--- src/design/lgp_pkg.sv ---
`default_nettype none
package lgp_pkg;
	localparam int MAX_GRID   = 32;
	localparam int GRID_BITS  = $clog2(MAX_GRID);
	localparam int ADDR_BITS  = 2 * GRID_BITS;
	localparam int VALUE_BITS = 16;
	localparam int SUM_BITS   = 23;
	localparam logic [SUM_BITS-1:0] SUM_MAX = {SUM_BITS{1'b1}};

	localparam logic OP_LOAD = 1'b0;
	localparam logic OP_RUN  = 1'b1;

	localparam logic REG_GRID_SIZE = 1'b0;
	localparam logic REG_LOOKAHEAD = 1'b1;

	typedef struct packed {
		logic                 start;
		logic [GRID_BITS-1:0] sr;
		logic [GRID_BITS-1:0] sc;
		logic [GRID_BITS-1:0] ext;
		logic [GRID_BITS-1:0] lim;
	} score_req_t;

	typedef struct packed {
		logic                done;
		logic [SUM_BITS-1:0] best;
	} score_rsp_t;

	function automatic logic [SUM_BITS-1:0] sat_add(input logic [SUM_BITS-1:0] a,
			input logic [VALUE_BITS-1:0] b);
		logic [SUM_BITS:0] s;
		s = {1'b0, a} + {{(SUM_BITS + 1 - VALUE_BITS){1'b0}}, b};
		sat_add = s[SUM_BITS] ? SUM_MAX : s[SUM_BITS-1:0];
	endfunction
endpackage
`default_nettype wire

--- src/design/lgp_score.sv ---
`default_nettype none
module lgp_score (
	input  wire logic                                clk,
	input  wire logic                                arst_n,
	input  wire lgp_pkg::score_req_t                 req,
	output lgp_pkg::score_rsp_t                      rsp,
	output logic      [lgp_pkg::ADDR_BITS-1:0]       rd_addr,
	input  wire logic [lgp_pkg::VALUE_BITS-1:0]      rd_data
);
	import lgp_pkg::*;

	typedef enum logic [1:0] {S_IDLE, S_ADDR, S_CALC} state_t;

	state_t               state_q;
	logic [GRID_BITS-1:0] ii_q, jj_q, sr_q, sc_q, ext_q, lim_q;
	logic                 zero_q;
	logic [SUM_BITS-1:0]  left_q, best_q;
	logic [SUM_BITS-1:0]  line_q [MAX_GRID];
	logic                 done_q;

	logic [GRID_BITS-1:0]  row_c, col_c;
	logic [GRID_BITS:0]    diag_c;
	logic [SUM_BITS-1:0]   up_c, lf_c, base_c, sum_c;
	logic [VALUE_BITS-1:0] v_c;

	assign row_c   = sr_q + ii_q;
	assign col_c   = sc_q + jj_q;
	assign diag_c  = {1'b0, row_c} + {1'b0, col_c};
	assign rd_addr = {row_c, col_c};

	// dp over the window, one cell per pass through the shared adder
	assign v_c    = zero_q ? '0 : rd_data;
	assign up_c   = (ii_q == '0) ? '0 : line_q[jj_q];
	assign lf_c   = (jj_q == '0) ? '0 : left_q;
	assign base_c = (up_c > lf_c) ? up_c : lf_c;
	assign sum_c  = sat_add(base_c, v_c);

	assign rsp.done = done_q;
	assign rsp.best = best_q;

	always_ff @(posedge clk) begin
		if (state_q == S_CALC) begin
			line_q[jj_q] <= sum_c;
		end
	end

	always_ff @(posedge clk or negedge arst_n) begin
		if (!arst_n) begin
			state_q <= S_IDLE;
			done_q  <= 1'b0;
			ii_q    <= '0;
			jj_q    <= '0;
			sr_q    <= '0;
			sc_q    <= '0;
			ext_q   <= '0;
			lim_q   <= '0;
			zero_q  <= 1'b0;
			left_q  <= '0;
			best_q  <= '0;
		end else begin
			done_q <= 1'b0;
			unique case (state_q)
				S_IDLE: begin
					if (req.start) begin
						sr_q    <= req.sr;
						sc_q    <= req.sc;
						ext_q   <= req.ext;
						lim_q   <= req.lim;
						ii_q    <= '0;
						jj_q    <= '0;
						best_q  <= '0;
						state_q <= S_ADDR;
					end
				end
				S_ADDR: begin
					zero_q  <= diag_c > {1'b0, lim_q};
					state_q <= S_CALC;
				end
				S_CALC: begin
					left_q <= sum_c;
					if (sum_c > best_q) begin
						best_q <= sum_c;
					end
					if (jj_q == ext_q) begin
						jj_q <= '0;
						if (ii_q == ext_q) begin
							done_q  <= 1'b1;
							state_q <= S_IDLE;
						end else begin
							ii_q    <= ii_q + 1'b1;
							state_q <= S_ADDR;
						end
					end else begin
						jj_q    <= jj_q + 1'b1;
						state_q <= S_ADDR;
					end
				end
				default: state_q <= S_IDLE;
			endcase
		end
	end

	a_done_idle: assert property (@(posedge clk) disable iff (!arst_n)
		done_q |-> state_q == S_IDLE) else $error("done outside idle");
	a_ext_diag: assert property (@(posedge clk) disable iff (!arst_n)
		(state_q == S_ADDR) |-> ({1'b0, ii_q} <= {1'b0, ext_q} && jj_q <= ext_q))
		else $error("window index past extent");
	a_start_idle: assert property (@(posedge clk) disable iff (!arst_n)
		(state_q != S_IDLE) |-> !req.start) else $error("start while busy");
endmodule
`default_nettype wire

--- config.mk ---
export PLATFORM = sky130hd
export DESIGN_NAME = lgp_score
export DESIGN_NICKNAME = d
export VERILOG_FILES = /design/src/design/lgp_pkg.sv /design/src/design/lgp_score.sv
export SDC_FILE = /design/constraint.sdc
export NUM_CORES = 1
export LEC_CHECK = 0
export BUFFER_PORTS_ARGS = -buffer_cell sky130_fd_sc_hd__buf_4
export CORE_UTILIZATION = 45
export CTS_BUF_LIST = sky130_fd_sc_hd__clkbuf_2 sky130_fd_sc_hd__clkbuf_4 sky130_fd_sc_hd__clkbuf_8
export DETAILED_ROUTE_END_ITERATION = 8
export GPL_ROUTABILITY_DRIVEN = 0
export PLACE_DENSITY_LB_ADDON = 0.1
export SETUP_SLACK_MARGIN = 0.2
export SYNTH_ARGS = -nofsm -noshare
export SYNTH_HDL_FRONTEND = slang
export SYNTH_SLANG_ARGS = --single-unit
export TNS_END_PERCENT = 20
--- constraint.sdc ---
create_clock -name clk -period 8.63 [get_ports clk]
set_clock_uncertainty 0.2 [all_clocks]
set_input_delay 1.726 -clock clk [delete_from_list [all_inputs] [get_ports clk]]
set_output_delay 1.726 -clock clk [all_outputs]
set_load 0.02 [all_outputs]
==> summary.txt <==
Worst setup path
  • Startpoint Class: flop
  • Critical path's slowest cell: dfrtp_4
  • Crit path kind: flop to flop
  • Crit end category: flop
  • Cell mode on critical path: a21oi_2
  • CP peak stage delay: 0.53 ns
  • Critical Path RT: ~9.1 ns
  • Critical Path AT: ~8.5 ns
  • Worst Path Max Fanout: 24

Die
  • Die width: 279 µm
  • IO Pins: between 70 and 80
  • Starting Density: 0.454
  • Core Area: about 76000 µm²
  • DIE AREA: a little under 80000 µm²
  • Die H: between 200 and 300 µm
  • Row count: 101

Clocking
  • Clock Latency Late Sink: 0.82 ns
  • TritonCTS buffer count: roughly 140
  • Clk slew on worst S/H paths: around 0.06 ns
  • Hold buffer count at cts: 0
  • Clock Sinks: approximately 820
  • Max Root-Sink Buffers: 3
  • CTS tree: yes
  • H-Tree Depth: 4
  • Clock root cell: clkbuf_8

Timing
  • Final hold viol count: 0
  • Worst Slack Setup Final: roughly 0.58 ns
  • RSZ-0062 raised after global routing: no
  • Worst Tran Pin Value: between 1 and 1.5 ns
  • Tcrit/Tclk final: 0.933
  • Setup violators final: 0
  • FMAX: around 0.12 GHz
  • Final slew viol count: 0
  • Final Critical Period: just over 8 ns
  • Relative slew slack: 0.176

Power and ir drop
  • Comb pwr share: 0.372
  • Clock Power Share: 0.241
  • Lkg Pwr: between 10 and 15 nW
  • PwrDens: 348 nW/µm²
  • Sw Share: 0.349
  • Psw: approximately 0.005 W
  • Internal power: between 0.009 and 0.01 W
  • Worst IR drop on VDD: 0.000253 V
  • Reg power frac: 0.388

Routing
  • M1 wire length: between 40 and 50 mm
  • Final WL: ~96 mm
  • 1st-iter DRT viols: approximately 1700
  • Antenna Violating Nets Remaining: 0
  • DR WL/cell: 27.9 µm
  • Routed wl met3: ~6.7 mm
  • Number of vias per cell: slightly below 6
  • Max layer used: met4
  • Wire length on met2: ~46 mm
  • Remaining DRCs: 0
  • Via count: roughly 20000
  • 1st-pass router iterations: 7

Global routing
  • Initial antenna violation count: 1
  • Total grt overflow: 0
  • First-pass GRT wire length: ~140 mm
  • Largest net degree at the start of global routing: 76
  • Vias in the first global route: 20400
  • Global Route Usage Sum: 0.249

Worst hold path
  • Worst Hold Class: flop to flop

Logic synthesis
  • XOR/XNOR Fraction of Synth Area: 0.0102
  • Mux cell area share after synthesis: 0.124
  • Post-synthesis sequential area ratio: 0.700
  • Simple-gate share of the synthesized area: 0.0518
  • Most common cell in the netlist: edfxtp_1
  • Synth Area in Adders: 0.0336
  • Commonest cells post-synth: 736 x edfxtp_1, 162 x nand2_1, 137 x mux2i_1, 128 x mux4_2, 86 x ha_1
  • Synthesized instance count: 2060
  • Ys flop type: edfxtp_1
  • Area leader, netlist: edfxtp_1
  • Synthesized Nets: 2189
  • Yosys cell types: 66
  • Yosys warning total: 0
  • Largest family of logic cells by synthesized area: multiplexers
  • Asr flop ratio synth: 0.0980
  • Mapped Area: ~34000 µm²
  • Top cell type's share of synthesized area: 0.641
  • Main area contributors after synthesis: edfxtp_1 64%, mux4_2 8.4%, dfrtp_1 5.8%
  • Yosys reg bits: between 800 and 900
  • Syn avg cell area: roughly 17 µm²
  • Number of synthesized flops with an enable pin: 736
  • Synth Area in Compound Gates: 0.0597

Flow run
  • Max_cap viols: 0

Placed design
  • Dpl hpwl: around 60 mm
  • Inst Count DP: about 3200
  • IO Port Bufs: 72
  • Setup WS pre-CTS: -0.233 ns

Outcome
  • Outcome: finished, final reports clean

Layout
  • Area Overhead vs Synth: 18.1%
  • Final Non-Filler Cells: between 3000 and 4000
  • Share of layout cells above drive strength 1: 0.292
  • Final cell utilization of the core: 0.537
  • Layout Nets: 2486
==> sequential cells by signal, summed over array words and instances (netlist names) <==
name and count:
line_q 736, best_q 23, left_q 23, ext_q 5, ii_q 5, jj_q 5, lim_q 5, sc_q 5
sr_q 5, state_q 2, done_q 1, zero_q 1
==> worst max-delay path: cells and delay by family (launching register included) <==
| kind | cells | cell delay (ns) |
|---|---|---|
| simple gates | 8 | 1.31 |
| mux | 2 | 0.63 |
| buf+inv | 6 | 1.06 |
| compound gates | 15 | 3.15 |
| flops | 1 | 0.53 |
| fa+ha+maj | 3 | 1.00 |
==> metal layers <==
metal / up-vias / GRT usage
met1: 10500 / 0.341
met4: 0 / 0.0804
met2: 704 / 0.394
met3: 131 / 0.0572
met5: - / 0
li1: 8784 / -
==> kinds of logic after synthesis <==
logic type / after synthesis
flip-flops: 816
buffers and inverters: 168
multiplexers: 267
AND/OR/NAND/NOR: 366
XOR/XNOR: 40
adder cells (fa/ha/maj): 90
AO/OA/AOI/OAI: 313
==> stage by stage <==
stage	cell area (µm²)	hold WS, ns	TNS [ns]	total power [W]
final	40700	0.289	0	0.0142
after global routing	40700	0.317	0	0.0149
after CTS	40300	0.286	0	0.0140
after detailed placement	37500	0.270	-4.40	0.0105
after global placement	37500	0.266	-1.61	0.0104
after floorplan	34500	0.247	0	0.00862
==> power groups by stage <==
stage          registers, W  clock network (W)  logic [W]
2_1_floorplan       0.00554                  0    0.00308
3_3_place_gp        0.00557                  0    0.00485
3_5_place_dp        0.00558                  0    0.00497
4_1_cts             0.00549            0.00347    0.00508
5_1_grt             0.00551            0.00364    0.00573
6_report            0.00549            0.00340    0.00526
==> layout make-up <==
| class | count | area (µm²) |
|---|---|---|
| Timing Repair Buffer | 263 | 2300 |
| Fill cell | 6096 | 35100 |
| Inverter | 63 | 236 |
| Clock buffer | 188 | 2280 |
| Antenna cell | 2 | 5.00 |
| Sequential cell | 816 | 24100 |
| Multi-Input combinational cell | 1076 | 10100 |
| Tap cell | 978 | 1220 |
| Clock inverter | 53 | 410 |
==> placed cells by master (no fill, tap or decap), types with 7 or more instances in the layout <==
| master | n |
|---|---|
| clkbuf_4 | 49 |
| mux4_2 | 128 |
| clkinv_1 | 25 |
| nand4_1 | 10 |
| dfrtp_1 | 78 |
| nor2_2 | 16 |
| clkinv_2 | 9 |
| and2_1 | 9 |
| a22o_1 | 16 |
| buf_4 | 236 |
| inv_1 | 54 |
| mux2i_1 | 136 |
| nor4_1 | 10 |
| ha_1 | 85 |
| and3_1 | 9 |
| nor2_4 | 26 |
| a22oi_1 | 32 |
| buf_12 | 17 |
| o21ai_0 | 41 |
| nor2_1 | 27 |
| a21o_1 | 22 |
| nand3_1 | 17 |
| o21ai_1 | 26 |
| nor2b_1 | 24 |
| o22ai_1 | 54 |
| clkbuf_8 | 139 |
| nand2_1 | 162 |
| a21oi_2 | 7 |
| edfxtp_1 | 736 |
| xnor2_1 | 24 |
| xor2_1 | 16 |
| inv_2 | 9 |
| a21oi_1 | 39 |
| a221oi_1 | 12 |
| a31oi_1 | 14 |
| nor3_1 | 8 |
==> path summary, 6_finish.rpt <==
kind / startpoint / endpoint / slack [ns] / cells past startpoint
worst max-delay path: jj_q[0] / best_q[2] / 0.58 / 34
worst min-delay path: left_q[18] / left_q[18] / 0.29 / 2
worst max register to register: jj_q[0] / best_q[2] / 0.58 / 34
worst min register to register: left_q[18] / left_q[18] / 0.29 / 2
max in group asynchronous: arst_n / jj_q[1] / 6.41 / 2
min in group asynchronous: arst_n / lim_q[1] / 0.53 / 1
==> timing repair <==
action,4_1_cts,5_1_grt
gates resized for setup,11,55
buffers inserted,6,14
cloned,1,1
pin swaps,1,11
setup endpoints to repair,23,23
No activity file was read; power rests on OpenSTA's default activity.
